<file path="src/rtl/core/gbfp_pkg.sv">
// ----------------------------------------------------------------------------
// gbfp_pkg: shared types and constants of the GNSS binary frame parser
// Frame layout constants, configuration register indexes, message kinds and
// the constant tables used to reduce time of week modulo one day.
// ----------------------------------------------------------------------------
`default_nettype none

package gbfp_pkg;

    // Frame layout
    localparam logic [7:0]  PREAMBLE       = 8'h55;
    localparam logic [9:0]  FRAME_OVERHEAD = 10'd8;
    localparam logic [9:0]  POS_MIN_LEN    = 10'd22;
    localparam logic [9:0]  TIME_MIN_LEN   = 10'd16;

    // Offsets within a frame
    localparam logic [8:0]  OFF_TYPE_LO    = 9'd1;
    localparam logic [8:0]  OFF_TYPE_HI    = 9'd2;
    localparam logic [8:0]  OFF_LENGTH     = 9'd5;
    localparam logic [8:0]  OFF_FIELD_FIRST = 9'd6;
    localparam logic [8:0]  OFF_FIELD_LAST  = 9'd21;
    localparam logic [8:0]  OFF_MIN_LAST    = 9'd7;

    // Configuration registers
    localparam logic [15:0] POS_ID_RESET   = 16'd515;
    localparam logic [15:0] TIME_ID_RESET  = 16'd256;
    localparam logic        CFG_POS_ID     = 1'b0;
    localparam logic        CFG_TIME_ID    = 1'b1;

    typedef enum logic {
        KIND_POSITION = 1'b0,
        KIND_TIME     = 1'b1
    } t_msg_kind;

    // One day in milliseconds
    localparam logic [26:0] DAY_MS    = 27'd86400000;
    localparam logic [63:0] DAY_MS_64 = 64'd86400000;

    // Day reduction: the top bits of the 32-bit value select a multiple of
    // one day just below it; what remains is under two days.
    localparam int TOW_SHIFT = 26;
    localparam int TOW_IDX_W = 32 - TOW_SHIFT;
    localparam int TOW_DEPTH = 1 << TOW_IDX_W;

    typedef logic [32:0] t_tow_tab [TOW_DEPTH];

    function automatic t_tow_tab build_tow_tab(input logic plus_day);
        t_tow_tab    tab;
        logic [63:0] quo;
        for (int i = 0; i < TOW_DEPTH; i++) begin
            quo    = (64'(i) << TOW_SHIFT) / DAY_MS_64;
            tab[i] = 33'(quo * DAY_MS_64 + (plus_day ? DAY_MS_64 : 64'd0));
        end
        return tab;
    endfunction

    localparam t_tow_tab TOW_BASE    = build_tow_tab(1'b0);
    localparam t_tow_tab TOW_BASE_HI = build_tow_tab(1'b1);

endpackage

`default_nettype wire

</file>
<file path="src/rtl/core/gnss_binary_frame_parser.sv">
// Path: the last byte of a frame is registered in the capture stage, then
//   the day reduction of its time of week is registered in the output stage.
// Throughput: one byte per cycle; upstream is stalled only when both result
//   stages hold data that downstream has not taken.
// Reset: synchronous, active low; parser hunts for a preamble, both result
//   stages empty, type registers return to 515 (position) and 256 (time).
// ----------------------------------------------------------------------------
// gnss_binary_frame_parser: byte-serial parser for binary GNSS frames
// Collects position and time frames, extracts time of week (modulo one day),
// north/east/down offsets and the nanosecond part; flags short frames.
// ----------------------------------------------------------------------------
`default_nettype none

module gnss_binary_frame_parser
    import gbfp_pkg::*;
(
    input  wire logic               i_clk,
    input  wire logic               i_rst_n,

    // configuration write port
    input  wire logic               i_cfg_wr_en,
    input  wire logic               i_cfg_index,
    input  wire logic [15:0]        i_cfg_data,

    // byte input
    input  wire logic               i_valid,
    output logic                    o_stall,
    input  wire logic [7:0]         i_rx_byte,

    // result output
    output logic                    o_valid,
    input  wire logic               i_stall,
    output logic                    o_msg_kind,
    output logic [26:0]             o_time_of_week_ms,
    output logic signed [31:0]      o_north_mm,
    output logic signed [31:0]      o_east_mm,
    output logic signed [31:0]      o_down_mm,
    output logic signed [31:0]      o_nanosecond_part,
    output logic                    o_fields_complete
);

    // ------------------------------------------------------------------
    // Registers
    // ------------------------------------------------------------------
    logic [15:0]        r_pos_id;
    logic [15:0]        r_time_id;

    logic               r_in_frame;
    logic [8:0]         r_offset;
    logic [15:0]        r_type;
    logic [7:0]         r_len;
    logic [31:0]        r_word [4];

    // capture stage
    logic               r_s1_valid;
    t_msg_kind          r_s1_kind;
    logic [31:0]        r_s1_tow_raw;
    logic [31:0]        r_s1_north;
    logic [31:0]        r_s1_east;
    logic [31:0]        r_s1_down;
    logic [31:0]        r_s1_nsec;
    logic               r_s1_complete;

    // output stage
    logic               r_out_valid;
    t_msg_kind          r_out_kind;
    logic [26:0]        r_out_tow;
    logic [31:0]        r_out_north;
    logic [31:0]        r_out_east;
    logic [31:0]        r_out_down;
    logic [31:0]        r_out_nsec;
    logic               r_out_complete;

    // ------------------------------------------------------------------
    // Next values
    // ------------------------------------------------------------------
    logic [15:0]        n_type;
    logic [7:0]         n_len;
    logic [31:0]        n_word [4];
    logic [8:0]         n_offset;
    logic [8:0]         rel;
    logic [9:0]         frame_len;
    logic               frame_last;
    logic               pos_hit;
    logic               time_hit;

    logic               out_ready;
    logic               s1_ready;
    logic               s1_adv;
    logic               accept;
    logic               s1_load;

    logic [TOW_IDX_W-1:0] tow_idx;
    logic [31:0]        tow_diff_lo;
    logic [32:0]        tow_diff_hi;
    logic [26:0]        tow_mod;

    // ------------------------------------------------------------------
    // Handshake
    // ------------------------------------------------------------------
    assign out_ready = !r_out_valid || !i_stall;
    assign s1_adv    = r_s1_valid && out_ready;
    assign s1_ready  = !r_s1_valid || out_ready;
    assign o_stall   = !s1_ready;
    assign accept    = i_valid && s1_ready;

    // ------------------------------------------------------------------
    // Byte capture: merge the incoming byte into the frame fields
    // ------------------------------------------------------------------
    always_comb begin
        n_type   = r_type;
        n_len    = r_len;
        n_word   = r_word;
        n_offset = r_offset + 9'd1;
        rel      = r_offset - OFF_FIELD_FIRST;
        if (r_offset == OFF_TYPE_LO) begin
            n_type = {8'h00, i_rx_byte};
        end else if (r_offset == OFF_TYPE_HI) begin
            n_type[15:8] = i_rx_byte;
        end else if (r_offset == OFF_LENGTH) begin
            n_len = i_rx_byte;
        end else if (r_offset >= OFF_FIELD_FIRST && r_offset <= OFF_FIELD_LAST) begin
            n_word[rel[3:2]][{rel[1:0], 3'b000} +: 8] = i_rx_byte;
        end
    end

    // last byte once offset 7 is reached and the declared length is covered
    assign frame_len  = FRAME_OVERHEAD + {2'b00, n_len};
    assign frame_last = (r_offset >= OFF_MIN_LAST) &&
                        (({1'b0, r_offset} + 10'd1) >= frame_len);

    // position type wins when both registers hold the same number
    assign pos_hit  = (n_type == r_pos_id);
    assign time_hit = !pos_hit && (n_type == r_time_id);

    assign s1_load  = accept && r_in_frame && frame_last && (pos_hit || time_hit);

    // ------------------------------------------------------------------
    // Configuration registers
    // ------------------------------------------------------------------
    always_ff @(posedge i_clk) begin
        if (!i_rst_n) begin
            r_pos_id  <= POS_ID_RESET;
            r_time_id <= TIME_ID_RESET;
        end else if (i_cfg_wr_en) begin
            unique case (i_cfg_index)
                CFG_POS_ID:  r_pos_id  <= i_cfg_data;
                CFG_TIME_ID: r_time_id <= i_cfg_data;
                default:     r_pos_id  <= r_pos_id;
            endcase
        end
    end

    // ------------------------------------------------------------------
    // Frame tracking
    // ------------------------------------------------------------------
    always_ff @(posedge i_clk) begin
        if (!i_rst_n) begin
            r_in_frame <= 1'b0;
            r_offset   <= '0;
        end else if (accept) begin
            if (!r_in_frame) begin
                if (i_rx_byte == PREAMBLE) begin
                    r_in_frame <= 1'b1;
                    r_offset   <= OFF_TYPE_LO;
                end
            end else if (frame_last) begin
                r_in_frame <= 1'b0;
                r_offset   <= '0;
            end else begin
                r_offset   <= n_offset;
            end
        end
    end

    // field words start from zero so bytes past a short frame read as zero
    always_ff @(posedge i_clk) begin
        if (accept) begin
            if (!r_in_frame) begin
                r_type <= '0;
                r_len  <= '0;
                for (int w = 0; w < 4; w++) begin
                    r_word[w] <= '0;
                end
            end else begin
                r_type <= n_type;
                r_len  <= n_len;
                for (int w = 0; w < 4; w++) begin
                    r_word[w] <= n_word[w];
                end
            end
        end
    end

    // ------------------------------------------------------------------
    // Capture stage: pick the fields of the finished frame
    // ------------------------------------------------------------------
    always_ff @(posedge i_clk) begin
        if (!i_rst_n) begin
            r_s1_valid <= 1'b0;
        end else if (s1_load) begin
            r_s1_valid <= 1'b1;
        end else if (s1_adv) begin
            r_s1_valid <= 1'b0;
        end
    end

    always_ff @(posedge i_clk) begin
        if (s1_load) begin
            if (pos_hit) begin
                r_s1_kind     <= KIND_POSITION;
                r_s1_tow_raw  <= n_word[0];
                r_s1_north    <= n_word[1];
                r_s1_east     <= n_word[2];
                r_s1_down     <= n_word[3];
                r_s1_nsec     <= '0;
                r_s1_complete <= (frame_len >= POS_MIN_LEN);
            end else begin
                r_s1_kind     <= KIND_TIME;
                r_s1_tow_raw  <= {n_word[1][15:0], n_word[0][31:16]};
                r_s1_north    <= '0;
                r_s1_east     <= '0;
                r_s1_down     <= '0;
                r_s1_nsec     <= {n_word[2][15:0], n_word[1][31:16]};
                r_s1_complete <= (frame_len >= TIME_MIN_LEN);
            end
        end
    end

    // ------------------------------------------------------------------
    // Day reduction: subtract a table multiple, then at most one more day
    // ------------------------------------------------------------------
    assign tow_idx     = r_s1_tow_raw[31:TOW_SHIFT];
    assign tow_diff_lo = r_s1_tow_raw - TOW_BASE[tow_idx][31:0];
    assign tow_diff_hi = {1'b0, r_s1_tow_raw} - TOW_BASE_HI[tow_idx];
    assign tow_mod     = tow_diff_hi[32] ? tow_diff_lo[26:0] : tow_diff_hi[26:0];

    // ------------------------------------------------------------------
    // Output stage
    // ------------------------------------------------------------------
    always_ff @(posedge i_clk) begin
        if (!i_rst_n) begin
            r_out_valid <= 1'b0;
        end else if (out_ready) begin
            r_out_valid <= r_s1_valid;
        end
    end

    always_ff @(posedge i_clk) begin
        if (s1_adv) begin
            r_out_kind     <= r_s1_kind;
            r_out_tow      <= tow_mod;
            r_out_north    <= r_s1_north;
            r_out_east     <= r_s1_east;
            r_out_down     <= r_s1_down;
            r_out_nsec     <= r_s1_nsec;
            r_out_complete <= r_s1_complete;
        end
    end

    assign o_valid           = r_out_valid;
    assign o_msg_kind        = r_out_kind;
    assign o_time_of_week_ms = r_out_tow;
    assign o_north_mm        = r_out_north;
    assign o_east_mm         = r_out_east;
    assign o_down_mm         = r_out_down;
    assign o_nanosecond_part = r_out_nsec;
    assign o_fields_complete = r_out_complete;

endmodule

`default_nettype wire

</file>
<file path="config.mk">
export PLATFORM = sky130hd
export DESIGN_NAME = gnss_binary_frame_parser
export DESIGN_NICKNAME = d
export VERILOG_FILES = /design/src/rtl/core/gbfp_pkg.sv /design/src/rtl/core/gnss_binary_frame_parser.sv
export SDC_FILE = /design/constraint.sdc
export NUM_CORES = 1
export LEC_CHECK = 0
export BUFFER_PORTS_ARGS = -buffer_cell sky130_fd_sc_hd__clkbuf_2
export CAP_MARGIN = 20
export CELL_PAD_IN_SITES_DETAIL_PLACEMENT = 1
export CELL_PAD_IN_SITES_GLOBAL_PLACEMENT = 2
export CORE_MARGIN = 2
export CORE_UTILIZATION = 42
export CTS_BUF_LIST = sky130_fd_sc_hd__clkbuf_2 sky130_fd_sc_hd__clkbuf_4 sky130_fd_sc_hd__clkbuf_8
export CTS_CLUSTER_DIAMETER = 150
export DETAILED_ROUTE_END_ITERATION = 8
export PLACE_DENSITY_LB_ADDON = 0.08
export SLEW_MARGIN = 15
export SYNTH_ARGS = -nofsm -noshare
export SYNTH_HDL_FRONTEND = slang
export SYNTH_SLANG_ARGS = --single-unit
</file>
<file path="constraint.sdc">
create_clock -name i_clk -period 20.5 [get_ports i_clk]
set_input_delay 3.075 -clock i_clk [delete_from_list [all_inputs] [get_ports i_clk]]
set_output_delay 3.075 -clock i_clk [all_outputs]
set_load 0.01 [all_outputs]
</file>
==> flow_metrics.env, run 1 <==
export IMPL_run_status="complete, no violations"
export IMPL_avgViaCountPerCell=5.65
export IMPL_cap_violations=0
export IMPL_crit_path_start_kind="input pin"
export IMPL_cts_buffer_depth=3
export IMPL_synth_cell_type_count=72
export IMPL_synth_yosys_seq_area_share=0.591
export IMPL_grt_use_total=0.243
export IMPL_maxClockFrequency_ghz=0.143
export IMPL_layout_nets=2507
export IMPL_max_slew_worst_pin_slew_ps=1150
export IMPL_postCtsSetupRepairBufs=0
export IMPL_cp_data_arrival_time_ps=7230
export IMPL_cts_root_buffer="sky130_fd_sc_hd__clkbuf_8"
export IMPL_cts_repair_resized=0
export IMPL_crit_required_ps=20760
export IMPL_grt_start_max_net_pins=87
export IMPL_holdBufCountCts=0
export IMPL_critPathMaxFanout=76
export IMPL_wirelength_um=76300
export IMPL_seqCellArea_um2=15000
export IMPL_critPathKind="input pin to register"
export IMPL_skew_ps=51.9
export IMPL_finalCoreUtilization=0.480
export IMPL_synthesized_area_um2=25400
export IMPL_worst_ir_drop_vdd_mv=0.0472
export IMPL_floorplan_initialDensity=0.423
export IMPL_report_final_hold_viol_count=0
export IMPL_dieArea_um2=62500
export IMPL_areaGrowthSynthToFinish_pct=13.4
export IMPL_cts_sinks=515
export IMPL_clock_insertion_delay_at_the_later_pin_of_the_skew_report_ps=680
export IMPL_detailedPlace_worstSlack_ps=12840
export IMPL_numPortBuffers=188
export IMPL_clk_transition_reported_paths_ps=60
export IMPL_synth_flop_cell="sky130_fd_sc_hd__edfxtp_1"
export IMPL_die_width_um=250
export IMPL_timing_setup_tns_ps=0
export IMPL_leakagePower_nw=10.9
export IMPL_first_pass_iters=5
export IMPL_top_usage_layer="met2"
export IMPL_rows=90
export IMPL_layout_cell_share_with_drive_strength_beyond_1=0.162
export IMPL_global_route_overflow_total=0
export IMPL_fin_crit_ps=6970
export IMPL_cp_end_kind="register"
export IMPL_layout_cells_most_common_list="sky130_fd_sc_hd__edfxtp_1, sky130_fd_sc_hd__nor2_1, sky130_fd_sc_hd__mux2i_1"
export IMPL_yosys_register_bits=515
export IMPL_gr_usage_met3=0.0360
export IMPL_post_synth_cell_area_avg_um2=11.4
export IMPL_syn_nets=2331
export IMPL_power_density_cell_area_nw_per_um2=74.4
export IMPL_num_vias=18326
export IMPL_netlist_instances=2222
export IMPL_top_register="r_word"
export IMPL_gp_routability_congestion=0.891
export IMPL_floorplan_io_pins=189
export IMPL_maximum_level_of_the_cts_h_tree=3
export IMPL_timing_reg2reg_worst_path_depth=12
export IMPL_route_detailed_wl_per_inst_um=23.5
export IMPL_cts_tree="built"
export IMPL_setup_violations=0
export IMPL_hp_class="register to register"
export IMPL_area_of_the_placeable_core_um2=60100
export IMPL_unrepaired_setup_endpoints_after_global_routing="false"
export IMPL_most_frequent_standard_cell_in_the_layout_excluding_fill_and_tap_cells="sky130_fd_sc_hd__edfxtp_1"
export IMPL_final_period_utilization=0.340
export IMPL_max_slew_margin_rel=0.227
export IMPL_antenna_left=0
export IMPL_drt_iter0_markers=1294
export IMPL_number_of_global_route_vias_before_repair=18980
export IMPL_multi_input_comb_area_um2=9800
export IMPL_vert_die_dim_um=250
export IMPL_antenna_found_initial=0
export IMPL_globalRouteMet1Util=0.326
export IMPL_post_synthesis_async_set_or_reset_flop_share=0
export IMPL_largest_register_ff_count=128
export IMPL_fin_ws_ps=13530
export IMPL_hpwl_um=52700
export IMPL_global_route_wire_length_before_repair_um=116000
export IMPL_globalRouteMet2Util=0.413
export IMPL_synth_edf_count=471
export IMPL_timing_max_transition_violations_final=0
export IMPL_drt_drc_violations_left=0
export IMPL_min_path_cells=0
export IMPL_fillers=6507
export IMPL_cts_buffers_inserted=87
export IMPL_synthesis_yosys_warnings=0
[cell usage after synthesis (5+ instances only)]
cell	count	area share
sky130_fd_sc_hd__edfxtp_1	471	0.56
sky130_fd_sc_hd__nor2_1	376	0.055
sky130_fd_sc_hd__mux2i_1	194	0.076
sky130_fd_sc_hd__nand2_1	179	0.026
sky130_fd_sc_hd__a21oi_1	131	0.026
sky130_fd_sc_hd__o21ai_0	112	0.022
sky130_fd_sc_hd__clkbuf_1	86	0.013
sky130_fd_sc_hd__ha_1	77	0.038
sky130_fd_sc_hd__and2_1	62	0.015
sky130_fd_sc_hd__dfxtp_1	44	0.035
sky130_fd_sc_hd__nand3_1	43	0.0085
sky130_fd_sc_hd__xnor2_1	34	0.012
sky130_fd_sc_hd__inv_1	29	0.0043
sky130_fd_sc_hd__nor3_1	28	0.0055
sky130_fd_sc_hd__xor2_1	23	0.0079
sky130_fd_sc_hd__buf_2	22	0.0043
sky130_fd_sc_hd__a211oi_1	20	0.0059
sky130_fd_sc_hd__buf_1	20	0.0030
sky130_fd_sc_hd__nand2b_1	20	0.0049
sky130_fd_sc_hd__nor2b_1	17	0.0042
sky130_fd_sc_hd__a31oi_1	15	0.0037
sky130_fd_sc_hd__a21o_1	13	0.0038
sky130_fd_sc_hd__o21a_1	11	0.0032
sky130_fd_sc_hd__nand4_1	10	0.0025
sky130_fd_sc_hd__o211ai_1	10	0.0030
sky130_fd_sc_hd__o31ai_1	10	0.0030
sky130_fd_sc_hd__a221oi_1	9	0.0031
sky130_fd_sc_hd__o22ai_1	8	0.0020
sky130_fd_sc_hd__o311ai_0	8	0.0028
sky130_fd_sc_hd__or3_1	8	0.0020
sky130_fd_sc_hd__a41oi_1	7	0.0024
sky130_fd_sc_hd__and3_1	7	0.0017
sky130_fd_sc_hd__nor4_1	7	0.0017
sky130_fd_sc_hd__or2_2	7	0.0017
sky130_fd_sc_hd__a21boi_0	6	0.0018
sky130_fd_sc_hd__mux4_2	6	0.0053
sky130_fd_sc_hd__nor3b_1	6	0.0018
sky130_fd_sc_hd__a221o_1	5	0.0020
[per-layer routing]
| layer | part of all wire | vias up |
|---|---|---|
| met3 | 0.047 | 106 |
| met4 | 0.021 | 0 |
| met1 | 0.44 | 9247 |
| li1 | - | 8510 |
| met2 | 0.49 | 463 |
| met5 | 0 | - |
[metrics by stage]
| stage | total power [mW] | hold WS (ps) | instances | instance area [um2] |
|---|---|---|---|---|
| after CTS | 2.17 | 387 | 3244 | 28800 |
| after global routing | 2.22 | 391 | 3245 | 28800 |
| after detailed placement | 1.23 | 406 | 3090 | 27100 |
| after global placement | 1.23 | 404 | 3088 | 27000 |
| after floorplan | 1.21 | 400 | 2222 | 25400 |
| final | 2.15 | 390 | 3246 | 28800 |
[path summary, 6_finish.rpt]
check	to	slack, ps	startpoint
max reg2reg	r_s1_tow_raw[19]	14330	r_offset[0]
min reg2reg	o_north_mm[8]	390	r_s1_north[8]
min	o_north_mm[8]	390	r_s1_north[8]
max	r_s1_tow_raw[19]	13530	i_rx_byte[0]
[worst max-delay path, cell delays in order]
cell and delay (ps):
sky130_fd_sc_hd__clkbuf_2 230, sky130_fd_sc_hd__and3b_1 260, sky130_fd_sc_hd__a41oi_1 220, sky130_fd_sc_hd__a221oi_1 120, sky130_fd_sc_hd__a2111oi_2 380, sky130_fd_sc_hd__and4_1 220, sky130_fd_sc_hd__and2_2 130, sky130_fd_sc_hd__buf_4 620
sky130_fd_sc_hd__inv_4 460, sky130_fd_sc_hd__o21ai_0 290, sky130_fd_sc_hd__and2_4 300, sky130_fd_sc_hd__buf_4 800
[cell families (layout without fill, tap and decap cells)]
family                   Yosys count  after routing  share of synthesized area
AND/OR/NAND/NOR                  796            796                      0.142
AO/OA/AOI/OAI                    409            409                     0.0997
other                              0              1                          0
adder cells (fa/ha/maj)           79             79                     0.0395
flip-flops                       515            515                      0.591
buffers and inverters            162            403                     0.0250
multiplexers                     204            204                     0.0834
XOR/XNOR                          57             57                     0.0196
[cell type report]
type                            count  area share
Antenna cell                        1   0.0000868
Clock buffer                      123      0.0517
Clock inverter                     31     0.00954
Inverter                           34     0.00460
Multi-Input combinational cell   1545       0.340
Sequential cell                   515       0.521
Tap cell                          782      0.0339
Timing Repair Buffer              215      0.0396
[where the power goes]
part	leakage [nW]	internal [mW]	switching [mW]	total, mW
Clock	0.940	0.521	0.419	0.940
Sequential	4.86	1.15	0.00663	1.16
Combinational	5.11	0.0159	0.0356	0.0515
Total	10.9	1.69	0.461	2.15
Note: power is estimated with default switching activity, not from simulation.
==> run 2, diff against run 1 <==
--- a/config.mk
+++ b/config.mk
@@ -5,12 +5,13 @@
 export SDC_FILE = /design/constraint.sdc
 export NUM_CORES = 1
 export LEC_CHECK = 0
+export ABC_AREA = 1
 export BUFFER_PORTS_ARGS = -buffer_cell sky130_fd_sc_hd__clkbuf_2
 export CAP_MARGIN = 20
 export CELL_PAD_IN_SITES_DETAIL_PLACEMENT = 1
 export CELL_PAD_IN_SITES_GLOBAL_PLACEMENT = 2
 export CORE_MARGIN = 2
-export CORE_UTILIZATION = 42
+export CORE_UTILIZATION = 40
 export CTS_BUF_LIST = sky130_fd_sc_hd__clkbuf_2 sky130_fd_sc_hd__clkbuf_4 sky130_fd_sc_hd__clkbuf_8
 export CTS_CLUSTER_DIAMETER = 150
 export DETAILED_ROUTE_END_ITERATION = 8
==> constraint.sdc (replaced) <==
create_clock -name i_clk -period 7 [get_ports i_clk]
set_input_delay 1.05 -clock i_clk [delete_from_list [all_inputs] [get_ports i_clk]]
set_output_delay 1.05 -clock i_clk [all_outputs]
set_load 0.01 [all_outputs]
==> flow_metrics.env, run 2 <==
export IMPL_run_status="complete, no violations"
export IMPL_layout_cell_share_with_drive_strength_beyond_1=0.147
export IMPL_cts_buffers_inserted=93
export IMPL_slowest_stage="sky130_fd_sc_hd__nor2_1"
export IMPL_die_width_um=255
export IMPL_top_register="r_word"
export IMPL_dieArea_um2=65100
export IMPL_cts_repair_resized=0
export IMPL_synth_most_common_cell="sky130_fd_sc_hd__edfxtp_1"
export IMPL_synth_flop_cell="sky130_fd_sc_hd__edfxtp_1"
export IMPL_cp_data_arrival_time_ps=5610
export IMPL_synth_yosys_seq_area_share=0.596
export IMPL_floorplan_initialDensity=0.402
export IMPL_critPathMaxFanout=37
export IMPL_area_of_the_placeable_core_um2=62700
export IMPL_most_frequent_standard_cell_in_the_layout_excluding_fill_and_tap_cells="sky130_fd_sc_hd__edfxtp_1"
export IMPL_maximum_level_of_the_cts_h_tree=3
export IMPL_cap_violations=0
export IMPL_timing_reg2reg_worst_path_depth=20
export IMPL_post_synthesis_async_set_or_reset_flop_share=0
export IMPL_floorplan_io_pins=189
export IMPL_timing_hold_worst_start="r_s1_down[25]"
export IMPL_global_route_wire_length_before_repair_um=128000
export IMPL_report_final_hold_viol_count=0
export IMPL_cellInternalPower_mw=4.88
export IMPL_yosys_register_bits=515
export IMPL_drt_drc_violations_left=0
export IMPL_capturing_element_of_the_worst_setup_path="r_s1_nsec[11]"
export IMPL_clk_transition_reported_paths_ps=70
export IMPL_cp_end_kind="register"
export IMPL_pwr_share_clk=0.436
export IMPL_wirelength_um=86000
export IMPL_cts_sinks=515
export IMPL_drt_iter0_markers=1343
export IMPL_cts_tree="built"
export IMPL_synth_common_cells="sky130_fd_sc_hd__edfxtp_1, sky130_fd_sc_hd__nand2_1, sky130_fd_sc_hd__nor2_1"
export IMPL_skew_ps=39.5
export IMPL_global_route_overflow_total=0
export IMPL_post_synth_cell_area_avg_um2=9.86
export IMPL_synth_cell_type_count=67
export IMPL_reg2reg_setup_slack_ps=1750
export IMPL_antenna_found_initial=1
export IMPL_synth_area_top_cells="sky130_fd_sc_hd__edfxtp_1, sky130_fd_sc_hd__nand2_1, sky130_fd_sc_hd__nor2_1"
export IMPL_postCtsSetupRepairBufs=0
export IMPL_net_switching_share_of_the_total_power=0.228
export IMPL_numPortBuffers=188
export IMPL_num_vias=19957
export IMPL_fin_ws_ps=1750
export IMPL_synthesis_yosys_warnings=0
export IMPL_layout_nets=2881
export IMPL_cts_root_buffer="sky130_fd_sc_hd__clkbuf_8"
export IMPL_worst_r2r_endpoint="r_s1_nsec[11]"
export IMPL_layout_cells_most_common_list="sky130_fd_sc_hd__edfxtp_1, sky130_fd_sc_hd__nand2_1, sky130_fd_sc_hd__nor2_1"
export IMPL_cts_buffer_depth=3
export IMPL_timing_setup_tns_ps=0
export IMPL_max_stage_delay_ps=490
export IMPL_critical_path_cell_chain="buf_4, ha_1, nand3_1, nor2_1, inv_2, o21ai_1, inv_1, ha_1, nand3_1, xor2_1, ha_1, nand2_1, nor2_1, o211ai_1, nand3_1, nand2_1, nor2_1, nand2_1, inv_6, buf_4"
export IMPL_first_pass_iters=5
export IMPL_critPathKind="register to register"
export IMPL_net_switching_power_mw=1.44
export IMPL_clock_insertion_delay_at_the_later_pin_of_the_skew_report_ps=710
export IMPL_hpwl_um=62300
export IMPL_crit_required_ps=7360
export IMPL_crit_path_start_kind="register"
export IMPL_detailedPlace_worstSlack_ps=1830
export IMPL_fin_hold_ws_ps=413
export IMPL_synth_edf_count=471
export IMPL_vert_die_dim_um=255
export IMPL_largest_register_ff_count=128
export IMPL_min_path_cells=0
export IMPL_power_sequential_fraction=0.536
export IMPL_holdBufCountCts=0
export IMPL_hp_class="register to register"
export IMPL_antenna_left=0
export IMPL_unrepaired_setup_endpoints_after_global_routing="false"
export IMPL_areaGrowthSynthToFinish_pct=14.4
export IMPL_grt_start_max_net_pins=158
export IMPL_synthesized_area_um2=25200
export IMPL_post_synth_top_area_cell="sky130_fd_sc_hd__edfxtp_1"
export IMPL_route_detailed_wl_per_inst_um=23.4
export IMPL_combPwrFrac=0.028
export IMPL_number_of_global_route_vias_before_repair=20682
export IMPL_final_period_utilization=0.750
export IMPL_worst_ir_drop_vdd_mv=0.126
export IMPL_rows=92
export IMPL_syn_nets=2665
export IMPL_synth_top_area_share=0.561
export IMPL_timing_max_transition_violations_final=0
export IMPL_setup_violations=0
export IMPL_grt_use_total=0.265
export IMPL_netlist_instances=2556
export IMPL_gp_routability_congestion=0.925
export IMPL_leakagePower_nw=11.8
export IMPL_fin_crit_ps=5250
export IMPL_max_slew_worst_pin_slew_ps=1360
export IMPL_crit_start="r_offset[0]"
export IMPL_max_slew_margin_rel=0.0955
export IMPL_power_density_cell_area_nw_per_um2=219
export IMPL_maxClockFrequency_ghz=0.190
export IMPL_r2r_start="r_offset[0]"
export IMPL_avgViaCountPerCell=5.42
==> run 2: cell types whose count changed after synthesis, moves of 20 or more <==
| cell | previous run | this run |
|---|---|---|
| sky130_fd_sc_hd__nand2_1 | 179 | 433 |
| sky130_fd_sc_hd__inv_1 | 29 | 228 |
| sky130_fd_sc_hd__mux2i_1 | 194 | 17 |
| sky130_fd_sc_hd__o21ai_0 | 112 | 186 |
| sky130_fd_sc_hd__and2_1 | 62 | 4 |
| sky130_fd_sc_hd__nor2_1 | 376 | 433 |
| sky130_fd_sc_hd__nand3_1 | 43 | 96 |
| sky130_fd_sc_hd__o21ai_1 | 0 | 28 |
| sky130_fd_sc_hd__nor3_1 | 28 | 55 |
| sky130_fd_sc_hd__clkbuf_1 | 86 | 61 |
| sky130_fd_sc_hd__nand4_1 | 10 | 33 |
| sky130_fd_sc_hd__xnor2_1 | 34 | 11 |
| sky130_fd_sc_hd__nand2b_1 | 20 | 0 |
==> run 2: cells by family after synthesis <==
kind of cell,count (synthesis),share of synthesized area
xor gates and xnor gates,38,0.0132
and+or+nand+nor,1100,0.184
adders and majority gates,79,0.0398
AOI/OAI and AO/OA,461,0.104
muxes,17,0.00675
DFF,515,0.596
buffers and inverters,346,0.0554
==> run 2: worst min path at each step <==
stage / end / slack (ps)
after floorplan: o_down_mm[0] / 400
after global placement: o_down_mm[9] / 400
after detailed placement: o_down_mm[9] / 410
after CTS: o_down_mm[25] / 410
after global routing: o_north_mm[26] / 420
final: o_down_mm[25] / 410
==> run 2: area by class of cell <==
class,count,area (um2)
antenna,1,2.50
clock buffer,119,1480
clock inverter,39,284
fill,7108,33900
inverter,243,925
multi-input combinational,1695,8810
sequential,515,15000
tap,846,1060
timing repair buffer,224,1250
==> run 2: power groups by stage <==
stage | registers [mW] | logic (mW) | clock network [mW]
after floorplan | 3.45 | 0.109 | 0
after global placement | 3.44 | 0.173 | 0
after detailed placement | 3.45 | 0.176 | 0
after CTS | 3.38 | 0.177 | 2.83
after global routing | 3.39 | 0.198 | 2.95
final | 3.38 | 0.175 | 2.76
==> run 2: critical path: cells and delay by family, from the launching register on <==
| family | cells | cell delay [ps] |
|---|---|---|
| DFF | 1 | 310 |
| buffers and inverters | 5 | 1400 |
| xor gates and xnor gates | 1 | 260 |
| AOI/OAI and AO/OA | 2 | 410 |
| adders and majority gates | 3 | 850 |
| and+or+nand+nor | 9 | 1570 |
==> run 2: stage by stage <==
stage	area (um2)	utilization	power, mW	instances
6_report	28800	0.460	6.31	3682
5_1_grt	28800	0.460	6.53	3682
4_1_cts	28800	0.460	6.39	3681
3_5_place_dp	27100	0.431	3.62	3523
3_3_place_gp	27100	0.431	3.62	3522
2_1_floorplan	25200	-	3.55	2556
==> run 2: routing by layer <==
metal / up-vias / part of all wire / GRT usage
met1: 9934 / 0.43 / 0.341
met5: - / 0 / 0
met4: 0 / 0.043 / 0.121
met2: 581 / 0.48 / 0.442
met3: 168 / 0.045 / 0.0390
li1: 9274 / - / -
==> run 3, diff against run 2 <==
==> constraint.sdc (replaced) <==
create_clock -name i_clk -period 5.4 [get_ports i_clk]
set_input_delay 0.81 -clock i_clk [delete_from_list [all_inputs] [get_ports i_clk]]
set_output_delay 0.81 -clock i_clk [all_outputs]
set_load 0.01 [all_outputs]
==> flow_metrics.env, run 3 (synthesized netlist as in run 2, its figures left out) <==
export IMPL_dieArea_um2=65100
export IMPL_antenna_found_initial=1
export IMPL_holdBufCountCts=0
export IMPL_layout_cell_share_with_drive_strength_beyond_1=0.167
export IMPL_most_frequent_standard_cell_in_the_layout_excluding_fill_and_tap_cells="sky130_fd_sc_hd__edfxtp_1"
export IMPL_crit_path_start_kind="register"
export IMPL_layout_cells_most_common_list="sky130_fd_sc_hd__edfxtp_1, sky130_fd_sc_hd__nand2_1, sky130_fd_sc_hd__nor2_1"
export IMPL_num_vias=19939
export IMPL_clock_insertion_delay_at_the_later_pin_of_the_skew_report_ps=710
export IMPL_crit_start="r_offset[0]"
export IMPL_cts_sinks=515
export IMPL_cap_violations=0
export IMPL_maxClockFrequency_ghz=0.207
export IMPL_power_density_cell_area_nw_per_um2=285
export IMPL_hp_class="input pin to register"
export IMPL_placedInstanceArea_um2=27500
export IMPL_global_route_overflow_total=0
export IMPL_timing_max_transition_violations_final=0
export IMPL_crit_required_ps=5800
export IMPL_cp_end_kind="register"
export IMPL_wirelength_um=87200
export IMPL_postCtsSetupRepairBufs=0
export IMPL_clk_transition_reported_paths_ps=60
export IMPL_rows=92
export IMPL_leakagePower_nw=12.1
export IMPL_largest_register_ff_count=128
export IMPL_floorplan_initialDensity=0.402
export IMPL_global_route_wire_length_before_repair_um=130000
export IMPL_max_slew_margin_rel=0.306
export IMPL_capturing_element_of_the_worst_setup_path="r_s1_east[27]"
export IMPL_cts_repair_resized=0
export IMPL_route_detailed_wl_per_inst_um=23.3
export IMPL_grt_use_total=0.269
export IMPL_fin_ws_ps=575
export IMPL_cts_root_buffer="sky130_fd_sc_hd__clkbuf_8"
export IMPL_max_slew_worst_pin_slew_ps=1030
export IMPL_reg2reg_setup_slack_ps=570
export IMPL_drt_drc_violations_left=0
export IMPL_critPathKind="register to register"
export IMPL_min_path_cells=3
export IMPL_cts_buffers_inserted=90
export IMPL_maximum_level_of_the_cts_h_tree=3
export IMPL_r2r_start="r_offset[0]"
export IMPL_vert_die_dim_um=255
export IMPL_gp_routability_congestion=0.964
export IMPL_worst_r2r_endpoint="r_s1_east[27]"
export IMPL_seqCellArea_um2=15000
export IMPL_cp_data_arrival_time_ps=5230
export IMPL_fillers=7098
export IMPL_top_register="r_word"
export IMPL_timing_setup_tns_ps=0
export IMPL_area_of_the_placeable_core_um2=62700
export IMPL_hpwl_um=64800
export IMPL_cts_tree="built"
export IMPL_final_period_utilization=0.894
export IMPL_floorplan_io_pins=189
export IMPL_die_width_um=255
export IMPL_report_final_hold_viol_count=0
export IMPL_antenna_left=0
export IMPL_areaGrowthSynthToFinish_pct=16.7
export IMPL_number_of_global_route_vias_before_repair=21054
export IMPL_fin_crit_ps=4830
export IMPL_numPortBuffers=188
export IMPL_drt_iter0_markers=1304
export IMPL_unrepaired_setup_endpoints_after_global_routing="false"
export IMPL_finalInstanceArea_um2=29400
export IMPL_skew_ps=51.0
export IMPL_worst_ir_drop_vdd_mv=0.329
export IMPL_avgViaCountPerCell=5.34
export IMPL_setup_violations=0
export IMPL_grt_start_max_net_pins=136
export IMPL_critPathMaxFanout=54
export IMPL_first_pass_iters=5
export IMPL_run_status="complete, no violations"
export IMPL_cts_buffer_depth=3
export IMPL_layout_nets=2924
export IMPL_detailedPlace_worstSlack_ps=548
export IMPL_multi_input_comb_area_um2=8870
export IMPL_timing_reg2reg_worst_path_depth=18
[run 3: changes by cell type in the layout (fill, tap and decap cells not counted), moves of 3 or more]
| cell | previous run | this run |
|---|---|---|
| sky130_fd_sc_hd__clkinv_2 | 6 | 9 |
| sky130_fd_sc_hd__buf_12 | 3 | 7 |
| sky130_fd_sc_hd__bufinv_16 | 2 | 7 |
| sky130_fd_sc_hd__buf_4 | 33 | 74 |
| sky130_fd_sc_hd__clkbuf_4 | 26 | 22 |
| sky130_fd_sc_hd__inv_6 | 2 | 5 |
[run 3: report_power, final]
part,leakage (nW),switching (mW),internal (mW)
Combinational,5.78,0.166,0.0646
Sequential,5.32,0.0219,4.36
Clock,0.983,1.69,2.10
[run 3: worst max-delay path: stages (launching register included)]
cell and delay, ps:
sky130_fd_sc_hd__dfxtp_2 740, sky130_fd_sc_hd__ha_4 300, sky130_fd_sc_hd__nand3_2 100, sky130_fd_sc_hd__nor2_2 410
sky130_fd_sc_hd__inv_6 110, sky130_fd_sc_hd__o21ai_4 290, sky130_fd_sc_hd__ha_4 190, sky130_fd_sc_hd__nand3_2 80
sky130_fd_sc_hd__xor2_1 240, sky130_fd_sc_hd__ha_1 280, sky130_fd_sc_hd__a21oi_1 130, sky130_fd_sc_hd__o211ai_1 120
sky130_fd_sc_hd__a21oi_1 130, sky130_fd_sc_hd__nand3_1 110, sky130_fd_sc_hd__nand2_2 200, sky130_fd_sc_hd__nor2_1 80
sky130_fd_sc_hd__nand2_1 140, sky130_fd_sc_hd__clkinvlp_4 440, sky130_fd_sc_hd__buf_12 380
[run 3: stage by stage]
stage / hold slack (ps) / util / cells / total power, mW
after detailed placement: 406 / 0.439 / 3568 / 4.70
after CTS: 292 / 0.469 / 3733 / 8.50
after global routing: 329 / 0.469 / 3735 / 8.70
after floorplan: 400 / - / 2556 / 4.61
after global placement: 401 / 0.439 / 3568 / 4.69
final: 340 / 0.469 / 3735 / 8.40
[run 3: per-layer routing]
metal | share of wire | up-vias | track usage
met5 | 0 | - | 0
met4 | 0.039 | 0 | 0.111
met3 | 0.041 | 150 | 0.0403
met2 | 0.49 | 506 | 0.457
met1 | 0.43 | 9917 | 0.343
li1 | - | 9366 | -
[run 3: final cells by class]
cell class	instances	area share
Inverter	243	0.0316
Sequential cell	515	0.511
Clock buffer	113	0.0482
Tap cell	846	0.0360
Clock inverter	52	0.0163
Antenna cell	1	0.0000850
Multi-Input combinational cell	1695	0.301
Timing Repair Buffer	270	0.0558
[run 3: worst min-delay path by stage]
stage / from / end / slack (ps)
floorplan: r_s1_down[0] / o_down_mm[0] / 400
global placement: r_s1_north[7] / o_north_mm[7] / 400
detailed placement: r_s1_down[20] / o_down_mm[20] / 410
CTS: i_cfg_data[0] / r_pos_id[0] / 290
global route: i_cfg_data[0] / r_pos_id[0] / 330
finish: i_cfg_data[0] / r_pos_id[0] / 340
